<file path="src/rtl/ple_pkg.sv">
`timescale 1ns / 1ps
// ----------------------------------------------------------------------------
// ple_pkg
// Shared types and constants for the positional list engine.
// ----------------------------------------------------------------------------
package ple_pkg;

  localparam int CAPACITY   = 16;
  localparam int DATA_WIDTH = 32;

  localparam int POS_W   = 5;                        // position / index field width
  localparam int VALUE_W = 32;                       // value field width
  localparam int ADDR_W  = $clog2(CAPACITY);
  localparam int CNT_W   = $clog2(CAPACITY + 1);
  localparam int CMP_W   = ((CNT_W > POS_W) ? CNT_W : POS_W) + 1;

  typedef logic [DATA_WIDTH-1:0] data_t;
  typedef logic [ADDR_W-1:0]     addr_t;
  typedef logic [CNT_W-1:0]      cnt_t;
  typedef logic [CMP_W-1:0]      cmp_t;

  typedef enum logic [1:0] {
    OP_INSERT = 2'd0,
    OP_DELETE = 2'd1,
    OP_GET    = 2'd2,
    OP_LOCATE = 2'd3
  } op_e;

  typedef enum logic [1:0] {
    ST_OK    = 2'd0,
    ST_RANGE = 2'd1,
    ST_FULL  = 2'd2
  } status_e;

  typedef enum logic [2:0] {
    S_IDLE,
    S_SHIFT_UP,
    S_SCAN,
    S_PUT,
    S_RESP
  } state_e;

  typedef struct packed {
    op_e                        kind;
    logic [POS_W-1:0]           position;
    logic signed [VALUE_W-1:0]  value;
  } req_t;

  typedef struct packed {
    logic signed [VALUE_W-1:0]  read_value;
    logic [POS_W-1:0]           found_index;
    logic [POS_W-1:0]           list_length;
    status_e                    status;
  } rsp_t;

endpackage

</file>
<file path="src/rtl/ple_ram.sv">
`timescale 1ns / 1ps
// ----------------------------------------------------------------------------
// ple_ram
// Generic simple dual-port RAM: one write port, one read port, registered read.
// ----------------------------------------------------------------------------
module ple_ram #(
  parameter int DataW = 32,
  parameter int Depth = 16
) (
  input  logic                     clk_i,
  input  logic                     we_i,
  input  logic [$clog2(Depth)-1:0] waddr_i,
  input  logic [DataW-1:0]         wdata_i,
  input  logic [$clog2(Depth)-1:0] raddr_i,
  output logic [DataW-1:0]         rdata_o
);

  logic [DataW-1:0] mem [Depth];
  logic [DataW-1:0] rdata_q;

  always_ff @(posedge clk_i) begin
    if (we_i) begin
      mem[waddr_i] <= wdata_i;
    end
    rdata_q <= mem[raddr_i];
  end

  assign rdata_o = rdata_q;

endmodule

</file>
<file path="src/rtl/positional_list_engine.sv">
`timescale 1ns / 1ps
// ----------------------------------------------------------------------------
// positional_list_engine
// Ordered list of signed values edited by 1-based position and queried by position or value.
// ----------------------------------------------------------------------------
// Flow: a rejected transaction goes straight to the result state; insert,
//   delete and locate walk the list one entry per cycle through the single
//   read port of the entry RAM (registered read), and get reads one entry.
// Throughput: one transaction at a time; busy stays high until the result
//   strobe has been shown, so the next one is taken in the cycle after it.
//   The receiver cannot stall the result.
// Reset: rst_ni clears the entry count and control; RAM contents are not
//   cleared, since only entries below the count are ever read.
// ----------------------------------------------------------------------------
module positional_list_engine (
  input  logic          clk_i,
  input  logic          rst_ni,
  input  logic          start,
  output logic          busy,
  input  ple_pkg::req_t req_i,
  output logic          result_valid_o,
  output ple_pkg::rsp_t result_o
);

  // --------------------------------------------------------------------------
  // Registers
  // --------------------------------------------------------------------------
  ple_pkg::state_e  state_q, state_d;
  ple_pkg::op_e     op_q, op_d;
  ple_pkg::cnt_t    count_q, count_d;     // entries in the list
  ple_pkg::cnt_t    pos_q, pos_d;         // validated 1-based position
  ple_pkg::cnt_t    idx_q, idx_d;         // walk pointer
  ple_pkg::cnt_t    end_q, end_d;         // scan stops before this address
  ple_pkg::cnt_t    found_q, found_d;
  ple_pkg::data_t   val_q, val_d;
  ple_pkg::data_t   rv_q, rv_d;
  ple_pkg::status_e status_q, status_d;
  logic             pend_q, pend_d;       // a RAM read is in flight
  ple_pkg::addr_t   pend_addr_q, pend_addr_d;

  // RAM port signals
  logic             ram_we;
  ple_pkg::addr_t   ram_waddr;
  ple_pkg::data_t   ram_wdata;
  ple_pkg::addr_t   ram_raddr;
  ple_pkg::data_t   ram_rdata;

  // Request decode
  ple_pkg::cmp_t    req_pos;
  ple_pkg::cmp_t    cnt_ext;
  ple_pkg::cnt_t    pos_m1;
  ple_pkg::cnt_t    idx_m1;
  logic             issue_up;
  logic             issue_scan;
  logic             is_first;

  assign req_pos = (req_i.position == '0) ? ple_pkg::cmp_t'(1)
                                          : ple_pkg::cmp_t'(req_i.position);
  assign cnt_ext = ple_pkg::cmp_t'(count_q);
  assign pos_m1  = pos_q - ple_pkg::cnt_t'(1);
  assign idx_m1  = idx_q - ple_pkg::cnt_t'(1);

  // Insert walks dest k from count down to pos, reading k-1 and writing k in the
  // next cycle. Scans read idx up to end; delete writes each word back one
  // place lower. Reads and writes in flight never hit the same entry.
  assign issue_up   = (idx_q >= pos_q);
  assign issue_scan = (idx_q < end_q);
  assign is_first   = (ple_pkg::cnt_t'(pend_addr_q) == pos_m1);

  // --------------------------------------------------------------------------
  // Entry memory
  // --------------------------------------------------------------------------
  ple_ram #(
    .DataW (ple_pkg::DATA_WIDTH),
    .Depth (ple_pkg::CAPACITY)
  ) u_ram (
    .clk_i   (clk_i),
    .we_i    (ram_we),
    .waddr_i (ram_waddr),
    .wdata_i (ram_wdata),
    .raddr_i (ram_raddr),
    .rdata_o (ram_rdata)
  );

  // --------------------------------------------------------------------------
  // Next state
  // --------------------------------------------------------------------------
  always_comb begin
    state_d = state_q;
    case (state_q)
      ple_pkg::S_IDLE: begin
        if (start) begin
          case (req_i.kind)
            ple_pkg::OP_INSERT: begin
              if (req_pos > cnt_ext + ple_pkg::cmp_t'(1)) begin
                state_d = ple_pkg::S_RESP;
              end else if (cnt_ext >= ple_pkg::cmp_t'(ple_pkg::CAPACITY)) begin
                state_d = ple_pkg::S_RESP;
              end else begin
                state_d = ple_pkg::S_SHIFT_UP;
              end
            end
            ple_pkg::OP_DELETE, ple_pkg::OP_GET: begin
              if (req_pos > cnt_ext) begin
                state_d = ple_pkg::S_RESP;
              end else begin
                state_d = ple_pkg::S_SCAN;
              end
            end
            default: state_d = ple_pkg::S_SCAN;
          endcase
        end
      end
      ple_pkg::S_SHIFT_UP: begin
        if (!issue_up && !pend_q) begin
          state_d = ple_pkg::S_PUT;
        end
      end
      ple_pkg::S_SCAN: begin
        if (!issue_scan && !pend_q) begin
          state_d = ple_pkg::S_RESP;
        end
      end
      ple_pkg::S_PUT:  state_d = ple_pkg::S_RESP;
      ple_pkg::S_RESP: state_d = ple_pkg::S_IDLE;
      default:         state_d = ple_pkg::S_IDLE;
    endcase
  end

  // --------------------------------------------------------------------------
  // Datapath and outputs
  // --------------------------------------------------------------------------
  always_comb begin
    op_d        = op_q;
    count_d     = count_q;
    pos_d       = pos_q;
    idx_d       = idx_q;
    end_d       = end_q;
    found_d     = found_q;
    val_d       = val_q;
    rv_d        = rv_q;
    status_d    = status_q;
    pend_d      = 1'b0;
    pend_addr_d = pend_addr_q;
    ram_we      = 1'b0;
    ram_waddr   = pend_addr_q;
    ram_wdata   = ram_rdata;
    ram_raddr   = idx_q[ple_pkg::ADDR_W-1:0];

    case (state_q)
      ple_pkg::S_IDLE: begin
        if (start) begin
          op_d     = req_i.kind;
          pos_d    = ple_pkg::cnt_t'(req_pos);
          val_d    = ple_pkg::data_t'(req_i.value);
          rv_d     = '0;
          found_d  = '0;
          status_d = ple_pkg::ST_OK;
          end_d    = count_q;
          case (req_i.kind)
            ple_pkg::OP_INSERT: begin
              idx_d = count_q;
              if (req_pos > cnt_ext + ple_pkg::cmp_t'(1)) begin
                status_d = ple_pkg::ST_RANGE;
              end else if (cnt_ext >= ple_pkg::cmp_t'(ple_pkg::CAPACITY)) begin
                status_d = ple_pkg::ST_FULL;
              end
            end
            ple_pkg::OP_DELETE: begin
              idx_d = ple_pkg::cnt_t'(req_pos - ple_pkg::cmp_t'(1));
              if (req_pos > cnt_ext) begin
                status_d = ple_pkg::ST_RANGE;
              end
            end
            ple_pkg::OP_GET: begin
              idx_d = ple_pkg::cnt_t'(req_pos - ple_pkg::cmp_t'(1));
              end_d = ple_pkg::cnt_t'(req_pos);
              if (req_pos > cnt_ext) begin
                status_d = ple_pkg::ST_RANGE;
              end
            end
            default: begin
              idx_d = '0;
            end
          endcase
        end
      end

      ple_pkg::S_SHIFT_UP: begin
        ram_raddr = idx_m1[ple_pkg::ADDR_W-1:0];
        if (issue_up) begin
          pend_d      = 1'b1;
          pend_addr_d = idx_q[ple_pkg::ADDR_W-1:0];
          idx_d       = idx_m1;
        end
        // land the word read last cycle one place higher
        if (pend_q) begin
          ram_we    = 1'b1;
          ram_waddr = pend_addr_q;
          ram_wdata = ram_rdata;
        end
      end

      ple_pkg::S_SCAN: begin
        if (issue_scan) begin
          pend_d      = 1'b1;
          pend_addr_d = idx_q[ple_pkg::ADDR_W-1:0];
          idx_d       = idx_q + ple_pkg::cnt_t'(1);
        end
        if (pend_q) begin
          case (op_q)
            ple_pkg::OP_DELETE: begin
              if (is_first) begin
                rv_d = ram_rdata;
              end else begin
                ram_we    = 1'b1;
                ram_waddr = pend_addr_q - ple_pkg::addr_t'(1);
                ram_wdata = ram_rdata;
              end
            end
            ple_pkg::OP_GET: begin
              rv_d = ram_rdata;
            end
            ple_pkg::OP_LOCATE: begin
              if (found_q == '0 && ram_rdata == val_q) begin
                found_d = ple_pkg::cnt_t'(pend_addr_q) + ple_pkg::cnt_t'(1);
              end
            end
            default: ;
          endcase
        end
        if (!issue_scan && !pend_q && op_q == ple_pkg::OP_DELETE) begin
          count_d = count_q - ple_pkg::cnt_t'(1);
        end
      end

      ple_pkg::S_PUT: begin
        ram_we    = 1'b1;
        ram_waddr = pos_m1[ple_pkg::ADDR_W-1:0];
        ram_wdata = val_q;
        count_d   = count_q + ple_pkg::cnt_t'(1);
      end

      default: ;
    endcase
  end

  assign busy           = (state_q != ple_pkg::S_IDLE);
  assign result_valid_o = (state_q == ple_pkg::S_RESP);

  assign result_o.read_value  = ple_pkg::VALUE_W'(rv_q);
  assign result_o.found_index = ple_pkg::POS_W'(found_q);
  assign result_o.list_length = ple_pkg::POS_W'(count_q);
  assign result_o.status      = status_q;

  // --------------------------------------------------------------------------
  // Control registers
  // --------------------------------------------------------------------------
  always_ff @(posedge clk_i or negedge rst_ni) begin
    if (!rst_ni) begin
      state_q <= ple_pkg::S_IDLE;
      count_q <= '0;
      pend_q  <= 1'b0;
    end else begin
      state_q <= state_d;
      count_q <= count_d;
      pend_q  <= pend_d;
    end
  end

  // Payload registers
  always_ff @(posedge clk_i) begin
    op_q        <= op_d;
    pos_q       <= pos_d;
    idx_q       <= idx_d;
    end_q       <= end_d;
    found_q     <= found_d;
    val_q       <= val_d;
    rv_q        <= rv_d;
    status_q    <= status_d;
    pend_addr_q <= pend_addr_d;
  end

endmodule

</file>
<file path="config.mk">
export PLATFORM = sky130hd
export DESIGN_NAME = positional_list_engine
export DESIGN_NICKNAME = d
export VERILOG_FILES = /design/src/rtl/ple_pkg.sv /design/src/rtl/ple_ram.sv /design/src/rtl/positional_list_engine.sv
export SDC_FILE = /design/constraint.sdc
export NUM_CORES = 1
export LEC_CHECK = 0
export BUFFER_PORTS_ARGS = -buffer_cell sky130_fd_sc_hd__buf_2
export CAP_MARGIN = 15
export CORE_MARGIN = 2
export CORE_UTILIZATION = 45
export DETAILED_ROUTE_END_ITERATION = 12
export SLEW_MARGIN = 20
export SYNTH_ARGS = -nofsm -noshare
export SYNTH_HDL_FRONTEND = slang
export SYNTH_SLANG_ARGS = --single-unit
export TNS_END_PERCENT = 10
</file>
<file path="constraint.sdc">
create_clock -name clk_i -period 8.95 [get_ports clk_i]
set_input_delay 0.4475 -clock clk_i [delete_from_list [all_inputs] [get_ports clk_i]]
set_output_delay 0.4475 -clock clk_i [all_outputs]
set_load 0.1 [all_outputs]
</file>
; Word-level counts from Yosys, hierarchy flattened
; Memories as Yosys holds them, arrays and structs flattened. A register that Yosys moved wholly into a read port is not among the register bits.
; Cells that the tools add are included.
; W data, S select, Z words.
[classes]
add_sub_neg = 9
n_mul = 0
div = 0
order_cmp = 5
eq_ne = 22
n_shift = 0
n_mux = 50
bitwise = 0
n_reduce_logical = 24
[ops]
columns = operator, count
row1 = $mux W32, 4
row2 = $pmux W32 S2, 2
row3 = $mux W5, 10
row4 = $eq A32 B32 Y1, 1
row5 = $pmux W5 S2, 3
row6 = $mux W4, 6
row7 = $sub A5 B1 Y5 const B, 4
row8 = $mux W3, 6
row9 = $ne A2 B2 Y1 const B, 8
row10 = $pmux W4 S2, 2
row11 = $pmux W5 S3, 1
row12 = $pmux W3 S4, 1
row13 = $add A5 B1 Y5 const B, 2
row14 = $logic_not A5 Y1, 2
row15 = $reduce_and A5 Y1, 2
row16 = $mux W1, 9
row17 = $add A5 B1 Y6 const B, 1
row18 = $eq A2 B2 Y1 const B, 3
row19 = $eq A3 B2 Y1 const B, 2
row20 = $gt A5 B6 Y1, 1
row21 = $pmux W3 S2, 1
row22 = $reduce_and A3 Y1, 2
row23 = $reduce_bool A2 Y1, 3
row24 = $reduce_bool A3 Y1, 2
row25 = other kinds (24), 32
[word_totals]
register_bits = 101
latchBits = 0
ram_bits = 512
mem_bits_ro = 0
input_bits = 42
wordCells = 123
mem_count = 1
[memory_table]
columns = name, words, word_bits, rd, rd_ports_with_merged_regs, write_ports, line_no
row1 = u_ram.mem, 16, 32, 1, 1, 1, ple_ram.sv:18  ; logic [DataW-1:0] mem [Depth];

; Depth between registers and ports, before layout
[logic_depth]
depth_word = 8
ltp_mapped = 12
ltp_nobuf = 10

; Cells and area by module
; From an unflattened synthesis, not the netlist that was laid out.
[hier_totals]
hier_cells = 1339
area_unflattened_um2 = 25757.2
[by_module_without_submodules]
columns = module, instances, cells_per_inst, area_each_um2
row1 = ple_ram, 1, 838, 19835.3
row2 = positional_list_engine, 1, 501, 5921.9

; Worst setup path after synthesis
; OpenSTA, ideal clock, no wires.
[synth_timing]
kind = reg-to-reg
startpoint = register pos_q[0]
endpoint = memory u_ram.mem[10][0], enable pin
setup_time_ps = 513
arrival_ps = 5362
required_time_ps = 8437
slack_ps = 3075
path_stages_with_launch = 10
n_path_buf = 1
period_less_slack_ps = 5875
path_cell_list = edfxtp_1 > inv_1 > ha_1 > nor3b_1 > xnor2_1 > nand4_1 > a211o_1 > o211ai_1 > buf_2 > nor4b_1
[synth_via]
elab_chain_cells = 8
elab_cells_between_ends = 12
classes_between = 1 x add/sub / 1 x eq/ne / 10 x mux
[synth_lines]
columns = element, line_no
row1 = start: declaration, positional_list_engine.sv:31  ; ple_pkg::cnt_t pos_q, pos_d;
row2 = start signal: assignment, positional_list_engine.sv:274  ; pos_q <= pos_d;
row3 = $sub A5 B1 Y5 *, positional_list_engine.sv:60  ; assign pos_m1 = pos_q - ple_pkg::cnt_t'(1);
row4 = $eq A4 B5 Y1, positional_list_engine.sv:68  ; assign is_first = (ple_pkg::cnt_t'(pend_addr_q) == pos_m1);
row5 = $mux W1, positional_list_engine.sv:213  ; if (is_first) begin
row6 = $mux W1, positional_list_engine.sv:211  ; case (op_q)
row7 = $mux W1, positional_list_engine.sv:210  ; if (pend_q) begin
row8 = $pmux W1 S3, positional_list_engine.sv:150  ; case (state_q)
row9 = $mux W1, ple_ram.sv:22  ; if (we_i) begin
row10 = $mux W1 (not written as such), ple_ram.sv:23  ; mem[waddr_i] <= wdata_i;
row11 = end: declaration, ple_ram.sv:18
; Every way passes the cells marked *; elsewhere a longest branch is shown, timed or not.

; Final worst setup path
[layout_timing]
startpoint = register state_q[1]
endpoint = memory u_ram.mem[7][14], enable pin
[layout_via]
elab_chain_cells = 4
elab_cells_between_ends = 7
classes_between = 3 x eq/ne / 4 x mux
[layout_lines]
columns = element, line_no
row1 = start: declaration, positional_list_engine.sv:28  ; ple_pkg::state_e state_q, state_d;
row2 = start signal: assignment, positional_list_engine.sv:261  ; state_q <= ple_pkg::S_IDLE;
row3 = start signal: assignment, positional_list_engine.sv:265  ; state_q <= state_d;
row4 = $eq A3 B2 Y1 / $eq A3 B1 Y1 (equally long branches), positional_list_engine.sv:150
row5 = $pmux W1 S3, positional_list_engine.sv:150
row6 = $mux W1, ple_ram.sv:22
row7 = $mux W1 (not written as such), ple_ram.sv:23
; Parallel ways exist; a longest one is shown, timed or not.

==> results.json <==
{
  "status": "completed",
  "cp-startpoint": "state_q[1]$_DFFE_PN0P_",
  "antenna_found_initial": 1,
  "layout-drive-gt1-share": 0.240,
  "use_met3": 0.0348,
  "timing.final.max_slew_violations": 0,
  "track_usage": 0.206,
  "routabilityCongestion": 0.829,
  "first_pass_iters": 5,
  "syn_to_final_growth_pct": 15.3,
  "syn_area_per_cell_um2": 18.3,
  "ys.flop_type": "edfxtp_1",
  "worstPathMaxFanout": 20,
  "synth_area_um2": 25800,
  "ant_nets": 0,
  "setup_viol": 0,
  "maxCapViolCount": 0,
  "final.setup.tns_ns": 0,
  "root_buffer": "clkbuf_16",
  "rsz0062_at_grt": "no",
  "startpoint_type": "register",
  "power.leakage_uw": 0.0102,
  "worst_skew_pair.late_latency_ns": 0.62,
  "fin_crit_ns": 4.08,
  "rrSetupSlack_ns": 4.87,
  "pwr-share-clk": 0.262,
  "drt-total-wl_um": 60100,
  "pwr-share-comb": 0.330,
  "fillCellCount": 4592,
  "hp-class": "input port to register",
  "grt_start_max_net_pins": 129,
  "core_area_um2": 56600,
  "synth_fp_nets": 1489,
  "holdBufCountCts": 29,
  "synth_cell_types": 65,
  "vias": 13500,
  "switching_share": 0.354,
  "post-synth-top-count-cell": "edfxtp_1",
  "grt.overflow.total": 0,
  "netlist.area_leader.share": 0.703,
  "switchingPower_uw": 3750,
  "relSlewSlack": 0.254,
  "critical_path_class": "register to register",
  "critPathRequiredTime_ns": 9.21,
  "dieArea_um2": 59300,
  "yosys_warnings": 0,
  "start_util": 0.456,
  "die_h_um": 244,
  "num_antenna_cells": 0,
  "max_freq_mhz": 245,
  "drc": 0,
  "cts_sinks": 645,
  "ys_ff_latch": 645,
  "p_per_area_nw_per_um2": 356,
  "routedWlPerCell_um": 25.3,
  "post_cts_buffers": 0,
  "via_per_inst": 5.71,
  "die-width_um": 244,
  "grt.met2_usage": 0.322,
  "postSynth.asyncResetShare": 0.0140,
  "hold_violations": 0,
  "whs_ns": 0.0320,
  "postCtsResizedCells": 0,
  "grt_busiest_layer": "met2",
  "rr_startpoint": "state_q[1]$_DFFE_PN0P_",
  "hp-start": "req_i[8]",
  "cts_tree": "yes",
  "hpwl_um": 33600,
  "yosys.area.top_type": "edfxtp_1",
  "post_dp_cell_area_um2": 27200,
  "numCtsBuffers": 68,
  "cts_buffer_depth": 3,
  "cp.arrival_ns": 4.34,
  "slowest_delay_ns": 0.76,
  "nNetsFinal": 1635,
  "port_buffers": 87,
  "pin_count": 88,
  "num_rows": 87,
  "ir_drop_uv": 204,
  "cpMaxStageDelayCell": "mux2i_1",
  "ys_top_cells_by_count": "edfxtp_1 (604), nand2_1 (151), mux4_2 (129)",
  "cts_htree_levels": 3,
  "seq_area_frac_synth": 0.736,
  "fin_skew_ns": 0.0309,
  "worst_pin_slew_ns": 1.12,
  "ys_top_cells_by_area": "edfxtp_1 (70%), mux4_2 (11%), dfxtp_1 (2.5%)",
  "grt_pass1_wl_um": 89400,
  "grt_pass1_vias": 13800,
  "stdcell_area_um2": 29800,
  "met1_usage": 0.303,
  "postSynthCellCount": 1413,
  "cts.reportedPaths.clkPinSlew_ns": 0.05,
  "cp-end-kind": "register",
  "power.internal_uw": 6840,
  "crit_chain": "nor2b_1, nand2b_1, nor2_1, nand4_1, mux2i_1, and4b_2, buf_4",
  "fin_crit_sh": 0.456,
  "synth_edf_count": 604,
  "pwr-share-seq": 0.408,
  "first_iter_violations": 1351
}
[power groups by stage]
stage | Sequential [µW] | Clock [µW] | Combinational (µW)
floorplan | 4740 | 0 | 2200
global placement | 4380 | 0 | 3460
detailed placement | 4380 | 0 | 3520
CTS | 4320 | 2830 | 3540
global route | 4360 | 2950 | 3800
finish | 4320 | 2770 | 3500
[metal layers]
layer	wire length, µm	vias up	part of all wire
met1	26900	7069	0.45
met3	3770	87	0.063
met2	28200	468	0.47
met4	1190	0	0.020
li1	-	5917	-
met5	0	-	0
[path summary, 6_finish.rpt]
kind | cells after the start | to
max | 7 | u_ram.mem[7][14]$_DFFE_PP_
min | 1 | val_q[8]$_DFFE_PP_
max reg2reg | 7 | u_ram.mem[7][14]$_DFFE_PP_
min reg2reg | 0 | pend_addr_q[0]$_DFFE_PP_
max in group asynchronous | 2 | state_q[2]$_DFFE_PN0P_
min in group asynchronous | 2 | state_q[1]$_DFFE_PN0P_
[metrics by stage]
stage                     total power (µW)  setup slack (ns)  std cells   util
after CTS                            10700              4.86       2370  0.526
final                                10600              4.87       2371  0.526
after detailed placement              7900              4.87       2215  0.481
after floorplan                       6940              3.07       1413      -
after global routing                 11100              4.52       2371  0.526
after global placement                7840              4.99       2214  0.481
[placed cells by master, fill, tap and decap left out, types with 4 or more instances in the layout]
| cell type | n |
|---|---|
| edfxtp_1 | 604 |
| nand2_1 | 151 |
| mux4_2 | 129 |
| buf_2 | 87 |
| clkbuf_16 | 70 |
| a22oi_1 | 68 |
| and2_1 | 34 |
| ha_1 | 33 |
| buf_4 | 32 |
| dfxtp_1 | 32 |
| inv_1 | 30 |
| dlygate4sd3_1 | 29 |
| xor2_1 | 28 |
| xnor2_1 | 25 |
| nor2_1 | 24 |
| a21oi_1 | 22 |
| o21ai_0 | 18 |
| clkbuf_1 | 17 |
| clkinv_2 | 14 |
| nand3_1 | 10 |
| dfrtp_1 | 9 |
| nor4_1 | 8 |
| nand4_1 | 8 |
| nor4b_2 | 8 |
| clkbuf_8 | 8 |
| clkinv_1 | 7 |
| nor3_1 | 6 |
| nand2b_1 | 5 |
| o211ai_1 | 5 |
| nor2b_1 | 4 |
| nor4_2 | 4 |
[flip-flops by register name, indices dropped and copies added, names as in the netlist]
signal,count
state_q,3
rv_q,32
count_q,5
status_q,2
found_q,5
pend_q,1
end_q,5
pos_q,5
idx_q,5
op_q,2
u_ram.mem,512
val_q,32
pend_addr_q,4
u_ram.rdata_o,32
[cell type report]
| cell class | count | area (µm²) | share of cell area |
|---|---|---|---|
| Multi-Input combinational cell | 660 | 6450 | 0.217 |
| Sequential cell | 645 | 19000 | 0.638 |
| Clock buffer | 95 | 1930 | 0.0647 |
| Timing Repair Buffer | 151 | 1020 | 0.0342 |
| Inverter | 33 | 124 | 0.00416 |
| Tap cell | 756 | 946 | 0.0318 |
| Clock inverter | 31 | 308 | 0.0103 |
[kinds of logic after synthesis]
family	Yosys count	synth area share
AO/OA/AOI/OAI	150	0.0407
XOR/XNOR	53	0.0180
flip-flops	645	0.736
adder cells (fa/ha/maj)	34	0.0168
multiplexers	133	0.114
AND/OR/NAND/NOR	290	0.0547
buffers and inverters	108	0.0195
[worst max-delay path, delay by kind of cell, from the launching register on]
family	cells	cell delay, ns
flops	1	0.58
buf+inv	1	0.46
simple gates	5	1.93
mux	1	0.76
Note: power is estimated with default switching activity, not from simulation.
